==> src/mjg_pkg.sv <==
`timescale 1ns / 1ps
`default_nettype none
package mjg_pkg;

   localparam int MaxColumns = 256;
   localparam int MaxRows    = 256;
   localparam int CoordW     = 8;
   localparam int SizeW      = 9;
   localparam int ColAddrW   = $clog2(MaxColumns);

   localparam int InDataW  = 24;
   localparam int OutDataW = 40;

   typedef enum logic {
      CSR_MAZE_HEIGHT = 1'b0,
      CSR_MAZE_WIDTH  = 1'b1
   } csr_index_type;

   localparam logic [SizeW-1:0] SizeReset = SizeW'(256);

   typedef struct packed {
      logic                en;
      logic                clear;
      logic [ColAddrW-1:0] addr;
      logic [CoordW-1:0]   row;
   } col_wr_type;

   typedef struct packed {
      logic [CoordW-1:0] row;
      logic [CoordW-1:0] col;
      logic              start;
      logic              node;
   } cell_type;

endpackage
`default_nettype wire

==> src/mjg_cell_decode.sv <==
`timescale 1ns / 1ps
`default_nettype none
module mjg_cell_decode (
   input  wire logic [mjg_pkg::InDataW-1:0] tdata,
   input  wire logic                        start,
   input  wire logic [mjg_pkg::SizeW-1:0]   maze_height,
   input  wire logic [mjg_pkg::SizeW-1:0]   maze_width,
   output mjg_pkg::cell_type                cell_info
);
   import mjg_pkg::*;

   logic [CoordW-1:0] row;
   logic [CoordW-1:0] col;
   logic              wall;
   logic              up;
   logic              down;
   logic              left;
   logic              right;
   logic              interior;
   logic [SizeW:0]    row_p2;
   logic [SizeW:0]    col_p2;

   always_comb begin
      row    = tdata[7:0];
      col    = tdata[15:8];
      wall   = tdata[16];
      up     = tdata[17];
      down   = tdata[18];
      left   = tdata[19];
      right  = tdata[20];
      row_p2 = (SizeW+1)'(row) + (SizeW+1)'(2);
      col_p2 = (SizeW+1)'(col) + (SizeW+1)'(2);
      interior = (row != '0) && (col != '0)
               && (row_p2 <= (SizeW+1)'(maze_height))
               && (col_p2 <= (SizeW+1)'(maze_width));
      cell_info.row   = row;
      cell_info.col   = col;
      cell_info.start = start;
      cell_info.node  = interior && !wall && !((up && down) || (left && right));
   end

endmodule
`default_nettype wire

==> src/mjg_col_store.sv <==
`timescale 1ns / 1ps
`default_nettype none
module mjg_col_store (
   input  wire logic                         clock,
   input  wire logic                         reset,
   input  wire logic                         rd_en,
   input  wire logic [mjg_pkg::ColAddrW-1:0] rd_addr,
   output logic      [mjg_pkg::CoordW-1:0]   rd_row,
   input  wire logic [mjg_pkg::ColAddrW-1:0] vld_addr,
   output logic                              vld,
   input  wire mjg_pkg::col_wr_type          wr
);
   import mjg_pkg::*;

   logic [CoordW-1:0]     row_mem [MaxColumns];
   logic [CoordW-1:0]     rd_row_ff;
   logic [MaxColumns-1:0] valid_ff;
   logic [MaxColumns-1:0] valid_in;

   always_ff @(posedge clock) begin
      if (wr.en) begin
         row_mem[wr.addr] <= wr.row;
      end
      if (rd_en) begin
         rd_row_ff <= row_mem[rd_addr];
      end
   end

   always_comb begin
      valid_in = valid_ff;
      if (wr.clear) begin
         valid_in = '0;
      end
      if (wr.en) begin
         valid_in[wr.addr] = 1'b1;
      end
   end

   always_ff @(posedge clock) begin
      if (reset) begin
         valid_ff <= '0;
      end else begin
         valid_ff <= valid_in;
      end
   end

   assign rd_row = rd_row_ff;
   assign vld    = valid_ff[vld_addr];

endmodule
`default_nettype wire

==> src/maze_junction_graph_builder.sv <==
`timescale 1ns / 1ps
`default_nettype none
// Junction extractor for a raster-ordered maze stream. One cell item is taken per clock;
// each produces one result item, registered first by the decode and column-record read
// stage and then by the link compare and write-back into an output register. The per-column
// record of the latest node lives in a 256-entry single-write memory with registered read,
// a valid bit per column in flops, and forwarding for back-to-back cells in the same column.
// Full rate is sustained while rsp_tready stays high. tuser maze_start clears all records.
module maze_junction_graph_builder (
   input  wire logic                         clock,
   input  wire logic                         reset,
   input  wire logic                         csr_we,
   input  wire logic                         csr_index,
   input  wire logic [mjg_pkg::SizeW-1:0]    csr_wdata,
   input  wire logic                         req_tvalid,
   output logic                              req_tready,
   // [7:0] row, [15:8] col, [16] cell_wall, [17] wall_above, [18] wall_below,
   // [19] wall_left, [20] wall_right, [23:21] zero
   input  wire logic [mjg_pkg::InDataW-1:0]  req_tdata,
   // [0] maze_start
   input  wire logic                         req_tuser,
   output logic                              rsp_tvalid,
   input  wire logic                         rsp_tready,
   // [0] is_node, [1] has_up_link, [9:2] up_row, [17:10] up_distance,
   // [18] has_left_link, [26:19] left_col, [34:27] left_distance, [39:35] zero
   output logic      [mjg_pkg::OutDataW-1:0] rsp_tdata
);
   import mjg_pkg::*;

   logic [SizeW-1:0]    height_ff;
   logic [SizeW-1:0]    width_ff;
   cell_type            cell_info;
   cell_type            s1_ff;
   logic                s1_valid_ff;
   logic                s1_adv;
   logic                req_acc;
   logic                fwd_hit_ff;
   logic [CoordW-1:0]   fwd_row_ff;
   logic [CoordW-1:0]   mem_row;
   logic                mem_vld;
   logic [CoordW-1:0]   up_row;
   logic                up_ok;
   logic                row_same;
   logic                left_ok;
   logic                row_valid_ff;
   logic                row_valid_in;
   logic [CoordW-1:0]   row_col_ff;
   logic [CoordW-1:0]   row_col_in;
   logic [CoordW-1:0]   cur_row_ff;
   logic                rsp_valid_ff;
   logic [OutDataW-1:0] rsp_data_ff;
   logic [OutDataW-1:0] rsp_data_in;
   col_wr_type          col_wr;

   always_ff @(posedge clock) begin
      if (reset) begin
         height_ff <= SizeReset;
         width_ff  <= SizeReset;
      end else if (csr_we) begin
         unique case (csr_index_type'(csr_index))
            CSR_MAZE_HEIGHT: height_ff <= csr_wdata;
            CSR_MAZE_WIDTH:  width_ff  <= csr_wdata;
            default: ;
         endcase
      end
   end

   mjg_cell_decode u_decode (
      .tdata       (req_tdata),
      .start       (req_tuser),
      .maze_height (height_ff),
      .maze_width  (width_ff),
      .cell_info   (cell_info)
   );

   assign s1_adv     = s1_valid_ff && (!rsp_valid_ff || rsp_tready);
   assign req_tready = !s1_valid_ff || s1_adv;
   assign req_acc    = req_tvalid && req_tready;

   always_comb begin
      col_wr.en    = s1_adv && s1_ff.node;
      col_wr.clear = s1_adv && s1_ff.start;
      col_wr.addr  = ColAddrW'(s1_ff.col);
      col_wr.row   = s1_ff.row;
   end

   mjg_col_store u_col_store (
      .clock    (clock),
      .reset    (reset),
      .rd_en    (req_acc),
      .rd_addr  (ColAddrW'(cell_info.col)),
      .rd_row   (mem_row),
      .vld_addr (ColAddrW'(s1_ff.col)),
      .vld      (mem_vld),
      .wr       (col_wr)
   );

   always_ff @(posedge clock) begin
      if (reset) begin
         s1_valid_ff <= 1'b0;
      end else if (req_acc) begin
         s1_valid_ff <= 1'b1;
      end else if (s1_adv) begin
         s1_valid_ff <= 1'b0;
      end
   end

   // same-column write in the cycle of the read: take the row being written
   always_ff @(posedge clock) begin
      if (req_acc) begin
         s1_ff      <= cell_info;
         fwd_hit_ff <= s1_valid_ff && s1_ff.node && (s1_ff.col == cell_info.col);
         fwd_row_ff <= s1_ff.row;
      end
   end

   always_comb begin
      up_row   = fwd_hit_ff ? fwd_row_ff : mem_row;
      up_ok    = !s1_ff.start && mem_vld && (up_row < s1_ff.row);
      row_same = !s1_ff.start && (s1_ff.row == cur_row_ff) && row_valid_ff;
      left_ok  = row_same && (row_col_ff < s1_ff.col);

      rsp_data_in = '0;
      if (s1_ff.node) begin
         rsp_data_in[0] = 1'b1;
         if (up_ok) begin
            rsp_data_in[1]     = 1'b1;
            rsp_data_in[9:2]   = up_row;
            rsp_data_in[17:10] = s1_ff.row - up_row;
         end
         if (left_ok) begin
            rsp_data_in[18]    = 1'b1;
            rsp_data_in[26:19] = row_col_ff;
            rsp_data_in[34:27] = s1_ff.col - row_col_ff;
         end
      end

      row_valid_in = s1_ff.node ? 1'b1 : row_same;
      row_col_in   = s1_ff.node ? s1_ff.col : row_col_ff;
   end

   always_ff @(posedge clock) begin
      if (reset) begin
         row_valid_ff <= 1'b0;
         row_col_ff   <= '0;
         cur_row_ff   <= '0;
      end else if (s1_adv) begin
         row_valid_ff <= row_valid_in;
         row_col_ff   <= row_col_in;
         cur_row_ff   <= s1_ff.row;
      end
   end

   always_ff @(posedge clock) begin
      if (reset) begin
         rsp_valid_ff <= 1'b0;
      end else if (s1_adv) begin
         rsp_valid_ff <= 1'b1;
      end else if (rsp_tready) begin
         rsp_valid_ff <= 1'b0;
      end
   end

   always_ff @(posedge clock) begin
      if (s1_adv) begin
         rsp_data_ff <= rsp_data_in;
      end
   end

   assign rsp_tvalid = rsp_valid_ff;
   assign rsp_tdata  = rsp_data_ff;

endmodule
`default_nettype wire
==> config.mk <==
export PLATFORM = sky130hd
export DESIGN_NAME = maze_junction_graph_builder
export DESIGN_NICKNAME = d
export VERILOG_FILES = /design/src/mjg_pkg.sv /design/src/mjg_cell_decode.sv /design/src/mjg_col_store.sv /design/src/maze_junction_graph_builder.sv
export SDC_FILE = /design/constraint.sdc
export NUM_CORES = 2
export LEC_CHECK = 0
export BUFFER_PORTS_ARGS = -buffer_cell sky130_fd_sc_hd__buf_2
export CAP_MARGIN = 30
export CORE_MARGIN = 4
export CORE_UTILIZATION = 30
export CTS_CLUSTER_DIAMETER = 200
export DETAILED_ROUTE_END_ITERATION = 12
export PLACE_DENSITY = 0.41
export SLEW_MARGIN = 20
export SYNTH_ARGS = -nofsm -noshare
export SYNTH_HDL_FRONTEND = slang
export SYNTH_HIERARCHICAL = 1
export SYNTH_SLANG_ARGS = --single-unit
export TNS_END_PERCENT = 20
==> constraint.sdc <==
create_clock -name clock -period 5.1 [get_ports clock]
set_input_delay 0.51 -clock clock [delete_from_list [all_inputs] [get_ports clock]]
set_output_delay 0.51 -clock clock [all_outputs]
set_load 0.005 [all_outputs]
# After elaboration in Yosys (flattened, before gate mapping)
# Memory sizes are Yosys's and may differ from the RTL's. A register that Yosys moved wholly into a read port is not among the register bits.
# Cells that the tools add are included.
# W data, S select, Z words.
dict set report op_classes {
  n_addsub 4
  order_cmp 6
  n_eq_ne 2
  n_mux 17
  n_bitwise 2
  n_reduce_logical 36
}
# cell n
set ops {}
lappend ops {{$mux W256} 2}
lappend ops {{$or A256 B256 Y256} 1}
lappend ops {{$le A10 B9 Y1} 2}
lappend ops {{$logic_and A1 B1 Y1} 19}
lappend ops {{$add A8 B2 Y9 const B} 2}
lappend ops {{$eq A8 B8 Y1} 2}
lappend ops {{$lt A8 B8 Y1} 2}
lappend ops {{$reduce_bool A8 Y1} 2}
lappend ops {{$sub A8 B8 Y8} 2}
lappend ops {{$mux W1} 12}
lappend ops {{$reduce_and A2 Y1} 5}
lappend ops {{$lt A8 B9 Y1 const B} 1}
lappend ops {{$bmux W1 S8} 1}
lappend ops {{$demux W1 S8} 1}
lappend ops {{$ge A8 B1 Y1 const B} 1}
lappend ops {{$mux W8} 1}
lappend ops {{$logic_not A1 Y1} 5}
lappend ops {{$reduce_bool A2 Y1} 2}
lappend ops {{$logic_or A1 B1 Y1} 3}
lappend ops {{$not A1 Y1} 1}
dict set report word_totals {
  ff_bits 355
  ramBits 2048
  input_bits 40
  out_inout_bits 42
  word_cells 86
  n_memories 1
}
# name words word_bits read_ports rd_clocked_by_memory_dff write_ports line
set mem_list {}
lappend mem_list {u_col_store.row_mem 256 8 1 1 1 mjg_col_store.sv:15} ;# logic [CoordW-1:0] row_mem [MaxColumns];

# Depth between registers and ports, before layout
dict set report depth {
  ltp_word 7
  mapped_depth 17
  mapped_depth_nobuf 10
}

# By module
# The synthesis kept the hierarchy.
# module n_inst cells_per_inst area_each_um2 seq_area_each_um2
set by_module_without_submodules {}
lappend by_module_without_submodules {mjg_col_store 1 4932 90493.0 66864.1}
lappend by_module_without_submodules {maze_junction_graph_builder 1 404 4431.8 2602.5}
lappend by_module_without_submodules {mjg_cell_decode 1 118 835.8 0.0}

# Worst setup path before layout
# No wires, ideal clock.
dict set report synth_timing {
  path_kind {reg-to-reg}
  startpoint {reg s1_ff, in the netlist col_wr[2]}
  endpoint {reg rsp_data_ff[3] (netlist: rsp_tdata[3]) (data pin)}
  setup_time_ps 262
  arrival_time_ps 5099
  t_required_ps 4838
  path_slack_ps -261
  stages_incl_launch_ff 8
  path_buffers 1
  synth_period_minus_slack_ps 5361
  path_cell_list {edfxtp_1 ha_1 nor2b_1 o21ai_0 a21oi_1 o31ai_4 buf_2 nor2_1}
}
dict set report synth_between {
  elab_chain_cells 3
}
# element line
set synth_rtl {}
lappend synth_rtl {{from (decl)} maze_junction_graph_builder.sv:33} ;# cell_type s1_ff;
lappend synth_rtl {{from (signal assigned)} maze_junction_graph_builder.sv:111} ;# s1_ff <= cell_info;
lappend synth_rtl {{$lt A8 B8 Y1} maze_junction_graph_builder.sv:119} ;# up_ok = !s1_ff.start && mem_vld && (up_row < s1_ff.row);
lappend synth_rtl {{$logic_and A1 B1 Y1} maze_junction_graph_builder.sv:119}
lappend synth_rtl {{$reduce_and A2 Y1 (no line)} -}
lappend synth_rtl {{to (signal assigned)} maze_junction_graph_builder.sv:166} ;# rsp_data_ff <= rsp_data_in;
lappend synth_rtl {{to (decl)} maze_junction_graph_builder.sv:51} ;# logic [OutDataW-1:0] rsp_data_ff;
# No other way between the ends.
# A chain may end at the register's enable or synchronous reset.

# Final worst setup path
dict set report layout_timing {
  startpoint {reg s1_ff, in the netlist col_wr[11]}
  endpoint {reg rsp_data_ff[14] (netlist: rsp_tdata[14]) (data pin)}
}
dict set report layout_between {
  elab_chain_cells 5
}
# element line
set layout_rtl {}
lappend layout_rtl {{$bmux W1 S8} mjg_col_store.sv:48} ;# assign vld = valid_ff[vld_addr];
lappend layout_rtl {{$mux W1 (not written as such)} mjg_col_store.sv:48}
lappend layout_rtl {{net mem_vld} maze_junction_graph_builder.sv:40} ;# logic mem_vld;
lappend layout_rtl {{$logic_and A1 B1 Y1 (2 in series)} maze_junction_graph_builder.sv:119}
lappend layout_rtl {{$reduce_and A2 Y1 (no line)} -}
# The timed path passes the listed nets, and every way through them passes these cells. The select of a mux whose other input is x is not followed.

==> run_results.csv <==
group,metric,value,unit
worst_setup_path,crit_type,"reg -> reg",
cts,hold_buffers,23,
cts,clock-root-buffer,"clkbuf_16",
synthesis,ys_seq_area_share,72.5,%
sta,skew,0.0662,ns
hold_path,whs_path_depth,2,
cts,cts_buffer_depth,4,
synthesis,synth_compound_area_share,4.64,%
sta,relSlewSlack,25.0,%
sta,worst_pin_slew,1.12,ns
place,place_area,102000,sq um
worst_setup_path,required,5.68,ns
synthesis,synth_most_common_cell,"edfxtp_1",
synthesis,synth-edff-count,2118,
synthesis,ys_seq_elements,2411,
floorplan,die_area,328000,sq um
routing,postRouteAntennaNets,0,
synthesis,synthFlopType,"edfxtp_1",
worst_setup_path,crit_fanout,17,
synthesis,synth_area,95800,sq um
synthesis,yosys.area_share.simple,3.98,%
sta,final_max_slew_viol_count,0,
worst_setup_path,reg2reg_depth,11,
layout,nNetsFinal,5845,
global_routing,grt_first_pass_wirelength,396,mm
worst_setup_path,cp-end-kind,"flop",
layout,drive_above_1_share,21.6,%
routing,drt_wl_total,278,mm
routing,vias_per_cell,4.99,
synthesis,netlist_instances,5454,
place,dp_hpwl,177,mm
synthesis,netlist-cell-type-count,77,
worst_setup_path,cp-start-kind,"flop",
floorplan,fp.dieW,573,um
cts,cts_resized,0,
place,io_buffer_count,73,
global_routing,antenna_found_initial,10,
worst_setup_path,cp_data_arrival_time,4.84,ns
synthesis,synth_xor_area_share,0.256,%
sta,finalCritPeriodShare,83.5,%
synthesis,avgSynthCellArea,17.6,sq um
sta,fmax,0.235,GHz
synthesis,synth_top_family_by_area,"multiplexers",
global_routing,grt_pass1_vias,51900,
global_routing,grt_start_max_net_pins,193,
routing,post_drt_wl_per_cell,27.3,um
power,p_leak,0.0370,uW
sta,finalHoldViolations,0,
global_routing,gr-total-overflow,0,
floorplan,row_count,207,
sta,rsz0062_at_grt,"false",
floorplan,core,318000,sq um
cts,cts_setup_buffers,0,
synthesis,synthTopCellsByCount,"edfxtp_1 (2118), mux4_2 (486), nand2_1 (441), a21oi_1 (352), dfxtp_1 (293)",
synthesis,ys_warn_count,6,
routing,drt-initial-drc-count,4735,
synthesis,synth-async-reset-ratio,0,%
sta,setup_violations,0,
floorplan,die_height,573,um
cts,clk_latency,0.90,ns
synthesis,synth.area.mux_share,15.3,%
cts,clkSlewWorstSetupHoldPaths,0.06,ns
routing,firstDrtPassIters,5,
sta,whs,0.0814,ns
routing,drc_errors,0,
sta,min_period,4.26,ns
hold_path,hp-class,"in -> reg",
floorplan,ioPinCount,82,
layout,area_growth,15.9,%
cts,cts_tree,"built",
synthesis,synth.largest_area_cell,"edfxtp_1",
cts,htreeDepth,5,
synthesis,synthTopCellsByArea,"edfxtp_1 (66%), mux4_2 (11%), dfxtp_1 (6.1%), mux2i_1 (3.0%), a21oi_1 (1.8%)",
layout,design_area,111000,sq um
synthesis,yosysTopAreaCellShare,66.4,%
floorplan,start_util,30.1,%
routing,vias,50700,
global_routing,grt_use_total,16.5,%
power,powerDensity,385,nW/um^2
power,vdd_drop_max,0.000217,V
status,outcome,"complete, no violations",
synthesis,synthAdderAreaFrac,0.512,%
place,gp_congestion,0.794,
cts,numClockSinks,2411,
cts,cts-buffers-inserted,273,
flow_run,max-cap-violations,0,
final timing paths:
check	startpoint	to	slack (ns)
setup / recovery	col_wr[11]	rsp_tdata[14]	0.84
hold / removal	reset	rsp_tvalid	0.08
hold reg to reg	height_ff[1]	height_ff[1]	0.46
setup reg to reg	col_wr[11]	rsp_tdata[14]	0.84
registers in the layout, indices dropped and copies added (netlist names), 2 cells and up:
register              flops
row_col_ff                8
u_col_store/valid_ff    256
u_col_store/rd_row        8
col_wr                   16
rsp_tdata                35
height_ff                 9
width_ff                  9
fwd_row_ff                8
s1_ff                     2
u_col_store/row_mem    2048
cur_row_ff                8
where the power goes:
| group | switching [uW] | total (uW) | internal [uW] |
|---|---|---|---|
| clock network | 8110 | 18900 | 10800 |
| registers | 51.6 | 21600 | 21500 |
| logic | 1470 | 2260 | 788 |
critical path, stage by stage, from the launching register on:
cell       delay [ns]
edfxtp_1         0.73
or3b_1           0.86
o22ai_1          0.20
o41ai_1          0.78
a31oi_1          0.12
a2111oi_2        0.36
a41oi_1          0.16
buf_4            0.25
nand2_1          0.10
nor3_1           0.08
o31ai_4          0.18
nor3_1           0.15
stage by stage:
step / util (%) / std cells / power (uW) / TNS [ns] / setup WS (ns)
6_report: 34.9 / 10200 / 42700 / 0 / 0.844
5_1_grt: 34.9 / 10200 / 44400 / 0 / 0.544
4_1_cts: 34.9 / 10200 / 43400 / 0 / 0.869
3_5_place_dp: 32.1 / 9644 / 24300 / 0 / 0.897
3_3_place_gp: 32.1 / 9633 / 24200 / 0 / 0.903
2_1_floorplan: - / 5458 / 23400 / -0.805 / -0.0760
placed cells by master (no fill, tap or decap), drive strengths merged, types with 25 or more instances in the layout:
cell type  instances
edfxtp          2118
mux4             499
nand2            442
clkbuf           372
buf              359
a21oi            352
dfxtp            293
mux2i            288
nor2             250
inv              217
clkinv            96
o22ai             86
o221ai            85
nand3             43
mux2              40
ha                36
a22oi             31
nor3              31
nor2b             30
and2              28
o21ai             26
a221oi            25
logic make-up (layout without fill, tap and decap cells):
family,after synthesis,in the layout
flip-flops,2411,2411
AND/OR/NAND/NOR,895,895
multiplexers,827,827
AO/OA/AOI/OAI,702,702
buffers and inverters,552,1081
adder cells (fa/ha/maj),38,38
XOR/XNOR,28,28
other,1,7
final cells by class:
type                            count  area (sq um)
Fill cell                       29900        207000
Sequential cell                  2411         69500
Multi-Input combinational cell   2495         23700
Clock buffer                      372          7380
Tap cell                         4180          5230
Timing Repair Buffer              382          3310
Clock inverter                    123          1160
Inverter                          204           779
Antenna cell                        2          5.00
layer usage:
| layer | vias to the layer above | share of wire [%] | track usage (%) |
|---|---|---|---|
| li1 | 22100 | - | - |
| met1 | 27100 | 46 | 23.6 |
| met2 | 1219 | 47 | 26.7 |
| met3 | 296 | 4.8 | 2.51 |
| met4 | 0 | 1.8 | 3.44 |
| met5 | - | 0 | 0 |
Note: power is estimated with default switching activity, not from simulation.
